--- src/idl_pkg.sv ---
// ----------------------------------------------------------------------------
// idl_pkg: shared codes for the interpolating delay line
// Operation codes and status codes used by the datapath and the checker.
// ----------------------------------------------------------------------------
package idl_pkg;

	localparam logic [1:0] FUNC_STORE_TIME  = 2'd0;
	localparam logic [1:0] FUNC_STORE_VALUE = 2'd1;
	localparam logic [1:0] FUNC_QUERY       = 2'd2;
	localparam logic [1:0] FUNC_NOP         = 2'd3;

	localparam logic [1:0] ST_OK        = 2'd0;
	localparam logic [1:0] ST_NEG_DELAY = 2'd1;
	localparam logic [1:0] ST_BAD_EXPR  = 2'd2;
	localparam logic [1:0] ST_NOT_FOUND = 2'd3;

endpackage
// ----------------------------------------------------------------------------

--- src/idl_muldiv.sv ---
// ----------------------------------------------------------------------------
// idl_muldiv: serial scaled quotient
// q = (mag * part) / span, shift-add multiply (32 steps) then restoring
// divide (65 steps). Requires part < span, so q fits in 33 bits.
// ----------------------------------------------------------------------------
module idl_muldiv (
	input  logic        clk,
	input  logic        arst_n,
	input  logic        start,
	input  logic [32:0] mag,
	input  logic [31:0] part,
	input  logic [31:0] span,
	output logic        done,
	output logic [32:0] quot
);
	import idl_pkg::*;

	localparam logic [1:0] P_IDLE = 2'd0;
	localparam logic [1:0] P_MUL  = 2'd1;
	localparam logic [1:0] P_DIV  = 2'd2;

	logic [1:0]  phase_q;
	logic [6:0]  cnt_q;
	logic [64:0] acc_q;
	logic [32:0] mag_q;
	logic [31:0] mul_q;
	logic [31:0] span_q;
	logic [32:0] rem_q;
	logic [32:0] quot_q;
	logic        done_q;
	logic [32:0] rem_sh;

	assign rem_sh = {rem_q[31:0], acc_q[64]};

	always_ff @(posedge clk or negedge arst_n) begin
		if (!arst_n) begin
			phase_q <= P_IDLE;
			cnt_q   <= '0;
			done_q  <= 1'b0;
		end else begin
			done_q <= (phase_q == P_DIV) && (cnt_q == 7'd0);
			case (phase_q)
				P_IDLE: begin
					if (start) begin
						phase_q <= P_MUL;
						cnt_q   <= 7'd31;
					end
				end
				P_MUL: begin
					if (cnt_q == 7'd0) begin
						phase_q <= P_DIV;
						cnt_q   <= 7'd64;
					end else begin
						cnt_q <= cnt_q - 7'd1;
					end
				end
				P_DIV: begin
					if (cnt_q == 7'd0) begin
						phase_q <= P_IDLE;
					end else begin
						cnt_q <= cnt_q - 7'd1;
					end
				end
				default: phase_q <= P_IDLE;
			endcase
		end
	end

	always_ff @(posedge clk) begin
		case (phase_q)
			P_IDLE: begin
				if (start) begin
					acc_q  <= '0;
					mag_q  <= mag;
					mul_q  <= part;
					span_q <= span;
					rem_q  <= '0;
					quot_q <= '0;
				end
			end
			P_MUL: begin
				acc_q <= {acc_q[63:0], 1'b0} + (mul_q[31] ? {32'd0, mag_q} : 65'd0);
				mul_q <= {mul_q[30:0], 1'b0};
			end
			P_DIV: begin
				acc_q <= {acc_q[63:0], 1'b0};
				if (rem_sh >= {1'b0, span_q}) begin
					rem_q  <= rem_sh - {1'b0, span_q};
					quot_q <= {quot_q[31:0], 1'b1};
				end else begin
					rem_q  <= rem_sh;
					quot_q <= {quot_q[31:0], 1'b0};
				end
			end
			default: ;
		endcase
	end

	assign done = done_q;
	assign quot = quot_q;

endmodule
// ----------------------------------------------------------------------------

--- config.mk ---
export PLATFORM = sky130hd
export DESIGN_NAME = idl_muldiv
export DESIGN_NICKNAME = d
export VERILOG_FILES = /design/src/idl_pkg.sv /design/src/idl_muldiv.sv
export SDC_FILE = /design/constraint.sdc
export NUM_CORES = 1
export LEC_CHECK = 0
export CORE_ASPECT_RATIO = 2
export CORE_MARGIN = 8
export CORE_UTILIZATION = 35
export DETAILED_ROUTE_END_ITERATION = 8
export DONT_BUFFER_PORTS = 1
export SLEW_MARGIN = 0
export SYNTH_ARGS = -nofsm -noshare
export SYNTH_HDL_FRONTEND = slang
export SYNTH_SLANG_ARGS = --single-unit
--- constraint.sdc ---
create_clock -name clk -period 15.2 [get_ports clk]
set_input_delay 3.8 -clock clk [delete_from_list [all_inputs] [get_ports clk]]
set_output_delay 3.8 -clock clk [all_outputs]
set_load 0.01 [all_outputs]
==> flow_metrics.env, run 1 <==
export IMPL_status="finished, final reports clean"
export IMPL_p_leak_nw=5.76
export IMPL_drv_cap=0
export IMPL_routedWlPerCell_um=19.1
export IMPL_whs_path_depth=1
export IMPL_drtIter0Drc=475
export IMPL_regArea_um2=7070
export IMPL_antennaDiodeCount=0
export IMPL_layout_nets=1453
export IMPL_overflow=0
export IMPL_cts_tree="yes"
export IMPL_final_area_um2=15300
export IMPL_rsz0062_at_grt="no"
export IMPL_numCtsBuffers=25
export IMPL_insertion_delay_ns=0.55
export IMPL_path_class="reg2out"
export IMPL_die_y_um=297
export IMPL_multiInputGateArea_um2=6370
export IMPL_slew_headroom=0.322
export IMPL_io_buffers=0
export IMPL_antenna_found_initial=1
export IMPL_rrSetupSlack_ns=10.94
export IMPL_cts_resized=0
export IMPL_worstMarginPinSlew_ns=1.01
export IMPL_finalHoldWorstSlack_ns=0.496
export IMPL_post_route_min_period_ns=4.85
export IMPL_initial_utilization=0.352
export IMPL_ys_seq_elements=237
export IMPL_grt_pass1_wl_um=54700
export IMPL_synth_edf_count=227
export IMPL_fin_skew_ns=0.0128
export IMPL_die_w_um=157
export IMPL_arrival_ns=1.05
export IMPL_p_sw_frac=0.404
export IMPL_synthCells=1293
export IMPL_drive_gt1_frac=0.0876
export IMPL_comb_power_share=0.445
export IMPL_synth_ff_type="edfxtp_1"
export IMPL_die_area_um2=46600
export IMPL_worst_endpoint_required_ns=11.40
export IMPL_timing_final_crit_share=0.319
export IMPL_setup_violations=0
export IMPL_core_area_um2=39300
export IMPL_drc_errors=0
export IMPL_mappedNetlistArea_um2=13800
export IMPL_endpoint_kind="primary output"
export IMPL_fin_tns_setup_ns=0
export IMPL_area_growth_pct=10.3
export IMPL_grt_pass1_vias=10158
export IMPL_yosysUniqueCellTypes=76
export IMPL_via_count=9833
export IMPL_track_usage=0.147
export IMPL_rows=103
export IMPL_hp_class="reg2reg"
export IMPL_finalWirelength_um=34800
export IMPL_pwr_share_seq=0.366
export IMPL_irDropWorstVdd_v=0.000121
export IMPL_routabilityCongestion=0.886
export IMPL_ys_seq_area_frac=0.510
export IMPL_slew_violations=0
export IMPL_h_tree_depth=1
export IMPL_cts_sinks=237
export IMPL_crit_fanout=2
export IMPL_synth_avg_cell_area_um2=10.7
export IMPL_syn_nets=1464
export IMPL_place_hpwl_um=24600
export IMPL_grt_start_max_net_pins=68
export IMPL_yosys_warnings=0
export IMPL_hold_buffers=0
export IMPL_cts_root_buf="clkbuf_16"
export IMPL_start_kind="flop"
export IMPL_via_per_inst=5.38
export IMPL_postCtsSetupBuffers=0
export IMPL_internal_power_mw=1.99
export IMPL_placed_area_um2=14400
export IMPL_synthArstFlopShare=0.0422
export IMPL_fillCellCount=3792
export IMPL_clock_path_buffers=3
export IMPL_r2r_cells=15
export IMPL_cts_clk_slew_worst_paths_ns=0.07
export IMPL_drtAntennaViolNets=0
export IMPL_power_density_nw_per_um2=219
export IMPL_max_freq_mhz=206
export IMPL_switchingPower_mw=1.35
export IMPL_utilization=0.388
export IMPL_num_io_pins=134
export IMPL_hold_viol_final=0
export IMPL_path_depth=0
export IMPL_p_clk_frac=0.189
export IMPL_drt_pass1_iter_count=5
==> power by group through the flow <==
stage / Clock (mW) / Sequential (mW) / Combinational, mW
after floorplan: 0 / 1.20 / 1.16
after global placement: 0 / 1.23 / 1.46
after detailed placement: 0 / 1.23 / 1.49
after CTS: 0.659 / 1.22 / 1.50
after global routing: 0.678 / 1.25 / 1.66
final: 0.632 / 1.22 / 1.49
==> logic make-up (layout without fill, tap and decap cells) <==
logic type	Yosys count	after routing	share of synthesized area
compound gates	351	351	0.166
buf+inv	116	124	0.0336
fa+ha+maj	71	71	0.0652
simple gates	407	407	0.147
mux	59	59	0.0455
xor+xnor	52	52	0.0329
flops	237	237	0.510
==> cell usage in the layout (no fill, tap or decap), drive strengths merged, types with 30 or more instances in the layout <==
cell type / netlist / layout
edfxtp: 227 / 227
nand2: 116 / 116
o21ai: 112 / 112
a21oi: 83 / 83
nor2: 78 / 78
and2: 73 / 73
ha: 69 / 69
inv: 64 / 64
nand3: 36 / 36
mux2: 32 / 32
a21o: 31 / 31
xnor2: 30 / 30
==> flip-flops by register name, indices dropped and copies added, names as in the netlist <==
name / cells
rem_q: 32
acc_q: 65
mag_q: 33
done: 1
quot: 33
span_q: 32
phase_q: 2
cnt_q: 7
mul_q: 32
==> stage by stage <==
step | power [mW] | setup WS (ns) | std cells
4_1_cts | 3.38 | 10.30 | 1826
6_report | 3.34 | 10.35 | 1826
3_3_place_gp | 2.69 | 9.95 | 1780
3_5_place_dp | 2.73 | 9.89 | 1780
2_1_floorplan | 2.36 | 7.75 | 1293
5_1_grt | 3.59 | 10.28 | 1826
==> worst paths after layout <==
kind | endpoint | startpoint
min | cnt_q[6] | cnt_q[6]
max | quot[4] | quot[4]
max reg2reg | acc_q[37] | mul_q[31]
min in group asynchronous | phase_q[1] | arst_n
max in group asynchronous | cnt_q[6] | arst_n
min reg2reg | cnt_q[6] | cnt_q[6]
==> cell usage after synthesis, drive strengths merged, types with 11 or more instances <==
master / n / area share
a21oi: 83 / 0.031
o31ai: 14 / 0.0079
nor2b: 11 / 0.0050
xor2: 22 / 0.014
nand3: 36 / 0.013
o21a: 11 / 0.0060
a31oi: 12 / 0.0054
o21ai: 112 / 0.041
o21bai: 11 / 0.0060
and2: 73 / 0.033
inv: 64 / 0.017
nor3: 19 / 0.0069
nor2: 78 / 0.021
mux2i: 27 / 0.020
nand4: 19 / 0.0086
clkbuf: 44 / 0.012
mux2: 32 / 0.026
and3: 16 / 0.0072
nand2: 116 / 0.032
xnor2: 30 / 0.019
ha: 69 / 0.062
edfxtp: 227 / 0.49
a21o: 31 / 0.017
==> layer usage <==
| layer | track usage | vias up | part of all wire |
|---|---|---|---|
| met5 | 0 | - | 0 |
| met4 | 0.0653 | 0 | 0.038 |
| met3 | 0.0244 | 78 | 0.041 |
| met2 | 0.290 | 183 | 0.56 |
| met1 | 0.145 | 4789 | 0.36 |
| li1 | - | 4783 | - |
==> worst reg2reg max path, stage by stage, from the launching register on <==
cell	delay, ns
edfxtp_1	0.32
buf_4	0.30
and2_1	0.21
ha_1	0.16
inv_1	0.06
fa_1	0.37
nand2b_1	0.22
a21oi_2	0.21
o31ai_2	0.13
o32ai_4	0.36
a21oi_2	0.18
o41ai_4	0.34
buf_4	0.29
and2_1	0.46
a311oi_1	0.16
a41o_1	0.24
==> cell type report <==
type / instances / share of cell area
flip-flops and latches: 237 / 0.463
well taps: 525 / 0.0430
multi-input cells: 940 / 0.417
inverters: 65 / 0.0161
clock buffers: 29 / 0.0420
repair buffers: 13 / 0.00639
clock inverters: 17 / 0.0124
Note: power is estimated with default switching activity, not from simulation.
==> run 2: changes to the inputs <==
- ABC_AREA: not set -> 1
- clock period: 15.2 -> 4.7 ns (I/O delays scaled with it)
==> run 2 against run 1 <==
Routed wire length grew 61%. Via count grew 41%. Highest routed layer is now met5. Power grew to 3.6 times the previous value. First-iteration DRC count grew 55%. Register-to-register slack lost 9.7 ns. Worst hold slack lost 0.22 ns. Worst setup slack lost 9.1 ns. Combinational power grew to 3.7 times the previous value. Flip-flop and latch count is the same. Critical endpoint is now acc_q[49]. Die area grew 14%. Critical path depth grew 16. Area after synthesis grew 15%. Largest cell class is now multi-input gates. Critical path type is now reg2reg.
==> flow_metrics.env, run 2 <==
export IMPL_status="finished, final reports clean"
export IMPL_h_tree_depth=1
export IMPL_arrival_ns=3.82
export IMPL_ys_top_cells_by_count="nand2_1, inv_1, edfxtp_1, nor2_1, a21oi_1"
export IMPL_hp_class="in2async"
export IMPL_cts_resized=0
export IMPL_r2r_cells=16
export IMPL_drt_pass1_iter_count=6
export IMPL_hold_viol_final=0
export IMPL_fin_tns_setup_ns=0
export IMPL_slew_headroom=0.166
export IMPL_antenna_found_initial=3
export IMPL_synth_avg_cell_area_um2=7.40
export IMPL_rrSetupSlack_ns=1.22
export IMPL_rsz0062_at_grt="no"
export IMPL_synth_edf_count=227
export IMPL_yosysUniqueCellTypes=46
export IMPL_overflow=0
export IMPL_syn_nets=2319
export IMPL_finalWirelength_um=56300
export IMPL_setup_violations=0
export IMPL_drtAntennaViolNets=0
export IMPL_worstMarginPinSlew_ns=1.24
export IMPL_synth_top_cell_area_share=0.429
export IMPL_globalRouteMet2Util=0.423
export IMPL_synth_most_common_cell="nand2_1"
export IMPL_slew_violations=0
export IMPL_numCtsBuffers=26
export IMPL_netlist_top_cells_area="edfxtp_1, nand2_1, inv_1, ha_1, nor2_1"
export IMPL_use_met1=0.182
export IMPL_via_count=13874
export IMPL_p_leak_nw=8.35
export IMPL_drc_errors=0
export IMPL_die_w_um=167
export IMPL_power_density_nw_per_um2=684
export IMPL_timing_final_crit_share=0.741
export IMPL_die_area_um2=52900
export IMPL_endpoint_kind="flop"
export IMPL_synthCells=2148
export IMPL_final_common_cell="nand2_1"
export IMPL_cts_tree="yes"
export IMPL_mappedNetlistArea_um2=15900
export IMPL_grt_pass1_wl_um=83800
export IMPL_fin_skew_ns=0.0532
export IMPL_yosys_warnings=0
export IMPL_synth_top_cell_by_area="edfxtp_1"
export IMPL_timing_rr_end="acc_q[49]"
export IMPL_rows=110
export IMPL_start_kind="flop"
export IMPL_irDropWorstVdd_v=0.000455
export IMPL_cts_root_buf="clkbuf_16"
export IMPL_cts_clk_slew_worst_paths_ns=0.08
export IMPL_grt_start_max_net_pins=66
export IMPL_die_y_um=317
export IMPL_track_usage=0.210
export IMPL_top_register="acc_q"
export IMPL_drv_cap=0
export IMPL_routedWlPerCell_um=20.7
export IMPL_globalRouteMet3Util=0.0308
export IMPL_via_per_inst=5.10
export IMPL_r2r_start="mul_q[31]"
export IMPL_core_area_um2=44900
export IMPL_grt_pass1_vias=14387
export IMPL_num_io_pins=134
export IMPL_post_route_min_period_ns=3.48
export IMPL_hold_buffers=0
export IMPL_path_class="reg2reg"
export IMPL_grt_busiest_layer="met2"
export IMPL_most_common_layout_cells="nand2_1, inv_1, edfxtp_1"
export IMPL_routabilityCongestion=1.03
export IMPL_utilization=0.387
export IMPL_worst_endpoint_required_ns=5.04
export IMPL_drtIter0Drc=736
export IMPL_ys_seq_elements=237
export IMPL_largest_reg_flops=65
export IMPL_initial_utilization=0.354
export IMPL_io_buffers=0
export IMPL_insertion_delay_ns=0.60
export IMPL_cts_sinks=237
export IMPL_synthArstFlopShare=0.0422
export IMPL_place_hpwl_um=43700
export IMPL_max_freq_mhz=287
export IMPL_fillCellCount=4719
export IMPL_postCtsSetupBuffers=0
export IMPL_synth_ff_type="edfxtp_1"
export IMPL_crit_fanout=29
export IMPL_layout_nets=2313
export IMPL_area_growth_pct=9.25
export IMPL_ys_seq_area_frac=0.445
export IMPL_clock_path_buffers=3
export IMPL_drive_gt1_frac=0.0435
==> run 2: changes by cell type in the layout (fill, tap and decap cells not counted), moves of 16 or more <==
cell      before  now
inv_1         63  332
o21ai_0      108   63
xnor2_1       30    2
nand3_1       36   77
nand2_1      115  807
a21oi_1       80  129
nor2_1        75  203
a21o_1        31    6
nand3b_1       2   38
and2_1        73    4
and3_1        16    0
mux2_2        32    0
mux2i_1       27    0
==> run 2: how the worst max path moves through the flow <==
stage / startpoint / to / slack [ns]
floorplan: phase_q[0] / quot[0] / 0.52
detailed placement: mul_q[31] / acc_q[49] / 1.37
global route: mul_q[31] / acc_q[49] / 0.91
CTS: mul_q[31] / acc_q[49] / 1.35
global placement: mul_q[31] / acc_q[49] / 1.43
finish: mul_q[31] / acc_q[49] / 1.22
==> run 2: cell type report <==
type,instances,area (um^2),share of cell area
clock buffers,28,658,0.0379
repair buffers,12,90.1,0.00519
well taps,560,701,0.0404
flip-flops and latches,237,7070,0.407
multi-input cells,1530,7380,0.425
inverters,335,1260,0.0727
diodes,1,2.50,0.000144
clock inverters,19,199,0.0115
==> run 2: cell families after synthesis <==
| logic type | synth area share |
|---|---|
| DFF | 0.445 |
| and+or+nand+nor | 0.313 |
| buffers and inverters | 0.0932 |
| AOI/OAI and AO/OA | 0.0796 |
| adders and majority gates | 0.0569 |
| xor gates and xnor gates | 0.0121 |
==> run 2: worst max-delay path: stages, from the launching register on <==
cell      delay [ns]
edfxtp_1        0.41
buf_4           0.37
nand2_1         0.10
inv_1           0.07
ha_1            0.19
inv_1           0.07
fa_1            0.40
o21ai_1         0.39
nand2_1         0.12
nand2_1         0.23
nand2_1         0.09
nand2_1         0.12
nand2_1         0.08
nand2_1         0.29
nand3_1         0.13
nand2_1         0.11
a21oi_1         0.06
==> run 2: per-stage QoR <==
step | instances | worst slack, ns | cell area [um^2] | power [mW] | hold WS [ns]
floorplan | 2148 | 0.523 | 15900 | 7.89 | 0.494
global placement | 2674 | 1.43 | 16500 | 9.73 | 0.507
detailed placement | 2674 | 1.37 | 16500 | 9.78 | 0.511
CTS | 2721 | 1.35 | 17400 | 12.0 | 0.244
global route | 2721 | 0.909 | 17400 | 12.7 | 0.256
finish | 2722 | 1.22 | 17400 | 11.9 | 0.280
==> run 2: per-layer routing <==
metal  vias up  wire [um]
met5         -         20
met4         2       4650
met3       189       2260
met2       410      31300
met1      6413      18000
li1       6860          -
==> run 2: power breakdown <==
group	internal, mW	switching, mW
clock network	1.19	0.941
logic	1.58	3.97
registers	3.47	0.715
total	6.24	5.63
==> run 3: changes to the inputs <==
- clock period: 4.7 -> 3.1 ns (I/O delays scaled with it)
==> run 3 against run 2 <==
Power is 52% higher. Sequential share of layout area is 0.38 points lower. Die area stayed put. Worst hold slack better by 0.021 ns. Global-route usage is 0.87 points lower. Combinational power is 55% higher.
==> flow_metrics.env, run 3 (synthesis gave the netlist of run 2 again) <==
export IMPL_status="finished, final reports clean"
export IMPL_power_density_nw_per_um2=1030
export IMPL_clock_path_buffers=3
export IMPL_start_kind="flop"
export IMPL_r2r_cells=13
export IMPL_pwr_share_seq=0.349
export IMPL_worstMarginPinSlew_ns=0.733
export IMPL_via_count=13820
export IMPL_overflow=0
export IMPL_setup_ws_ns=0.247
export IMPL_largest_reg_flops=65
export IMPL_p_total_mw=18.0
export IMPL_cts_clk_slew_worst_paths_ns=0.06
export IMPL_rsz0062_at_grt="no"
export IMPL_finalHoldWorstSlack_ns=0.302
export IMPL_via_per_inst=5.06
export IMPL_routedWlPerCell_um=19.8
export IMPL_io_buffers=0
export IMPL_postCtsSetupBuffers=0
export IMPL_endpoint_kind="flop"
export IMPL_cts_sinks=237
export IMPL_die_w_um=167
export IMPL_grt_pass1_wl_um=80700
export IMPL_cts_tree="yes"
export IMPL_cts_root_buf="clkbuf_16"
export IMPL_num_io_pins=134
export IMPL_rrSetupSlack_ns=0.25
export IMPL_final_area_um2=17500
export IMPL_drt_pass1_iter_count=8
export IMPL_utilization=0.391
export IMPL_dr_wl_met2_um=30200
export IMPL_grt_start_max_net_pins=130
export IMPL_placed_area_um2=16700
export IMPL_layout_nets=2328
export IMPL_numCtsBuffers=26
export IMPL_worst_endpoint_required_ns=3.38
export IMPL_timing_final_crit_share=0.920
export IMPL_timing_rr_end="acc_q[15]"
export IMPL_slew_violations=0
export IMPL_h_tree_depth=1
export IMPL_drive_gt1_frac=0.0507
export IMPL_initial_utilization=0.354
export IMPL_p_sw_frac=0.467
export IMPL_fin_tns_setup_ns=0
export IMPL_setup_violations=0
export IMPL_place_hpwl_um=42100
export IMPL_insertion_delay_ns=0.57
export IMPL_met1_length_um=17300
export IMPL_routabilityCongestion=1.03
export IMPL_hold_viol_final=0
export IMPL_fin_skew_ns=0.0212
export IMPL_hp_class="in2reg"
export IMPL_final_common_cell="nand2_1"
export IMPL_switchingPower_mw=8.40
export IMPL_slew_headroom=0.506
export IMPL_area_growth_pct=10.3
export IMPL_whs_path_depth=0
export IMPL_drv_cap=0
export IMPL_grt_pass1_vias=14219
export IMPL_most_common_layout_cells="nand2_1, inv_1, edfxtp_1"
export IMPL_track_usage=0.201
export IMPL_p_clk_frac=0.173
export IMPL_rows=110
export IMPL_instances_no_fill=2731
export IMPL_drc_errors=0
export IMPL_wl_met3_um=2080
export IMPL_p_leak_nw=8.42
export IMPL_internal_power_mw=9.58
export IMPL_place_ws_ns=0.130
export IMPL_crit_fanout=33
export IMPL_drtIter0Drc=777
export IMPL_finalWirelength_um=54200
export IMPL_core_area_um2=44900
export IMPL_dp_cells=2688
export IMPL_die_area_um2=52900
export IMPL_die_y_um=317
export IMPL_irDropWorstVdd_v=0.000708
export IMPL_comb_power_share=0.477
export IMPL_top_layer="met4"
export IMPL_max_freq_mhz=351
export IMPL_min_to="mag_q[5]"
export IMPL_r2r_start="mul_q[31]"
export IMPL_post_route_min_period_ns=2.85
export IMPL_antenna_found_initial=0
export IMPL_arrival_ns=3.13
export IMPL_top_register="acc_q"
export IMPL_path_class="reg2reg"
export IMPL_min_from="mag[5]"
export IMPL_drtAntennaViolNets=0
export IMPL_antennaDiodeCount=0
==> run 3: changes by cell type in the layout (fill, tap and decap cells not counted), sizes merged <==
cell         previous run  this run
clkinvlp                1         3
dlygate4sd3             0         1
diode                   1         0
clkinv                 14         8
buf                    12        26
bufinv                  3         2
==> run 3: cell type report <==
type                       count  area (um^2)
inverter                     335         1260
multi-input combinational   1530         7390
fill                        4703        27300
sequential                   237         7070
tap                          560          701
clock buffer                  28          679
clock inverter                14          139
timing repair buffer          27          280
==> run 3: critical path, stage by stage, from the launching register on <==
cell and delay, ns:
edfxtp_1 0.41, buf_12 0.19, nand2_1 0.10, inv_1 0.05, ha_1 0.35, nand2_1 0.12, inv_1 0.06, nand2_1 0.12
inv_1 0.07, a21oi_1 0.14, nand2_1 0.09, buf_4 0.14, o21ai_0 0.58, nand2_1 0.13
==> run 3: per-layer routing <==
layer / track usage / up-vias
met2: 0.409 / 369
met4: 0.159 / 0
met3: 0.0278 / 176
met5: 0 / -
li1: - / 6877
met1: 0.171 / 6398
==> run 3: timing repair <==
action,in CTS,in global routing
setup endpoints to repair,0,17
resized for setup,0,6
hold buffers,1,0
endpoints found under the hold margin,10,0
==> run 3: worst max-delay path by stage <==
| stage | startpoint | to | cells after the start |
|---|---|---|---|
| finish | mul_q[31] | acc_q[15] | 13 |
| global route | mul_q[31] | acc_q[61] | 16 |
| CTS | mul_q[31] | acc_q[45] | 16 |
| detailed placement | mul_q[31] | acc_q[61] | 16 |
| global placement | mul_q[31] | acc_q[61] | 16 |
| floorplan | phase_q[0] | quot[0] | 4 |
==> run 3: power by group through the flow <==
stage / logic (mW) / registers [mW] / clock network, mW
after CTS: 8.60 / 6.29 / 3.21
after floorplan: 6.00 / 5.94 / 0
after detailed placement: 8.57 / 6.34 / 0
after global placement: 8.47 / 6.33 / 0
final: 8.59 / 6.29 / 3.11
after global routing: 9.59 / 6.41 / 3.30
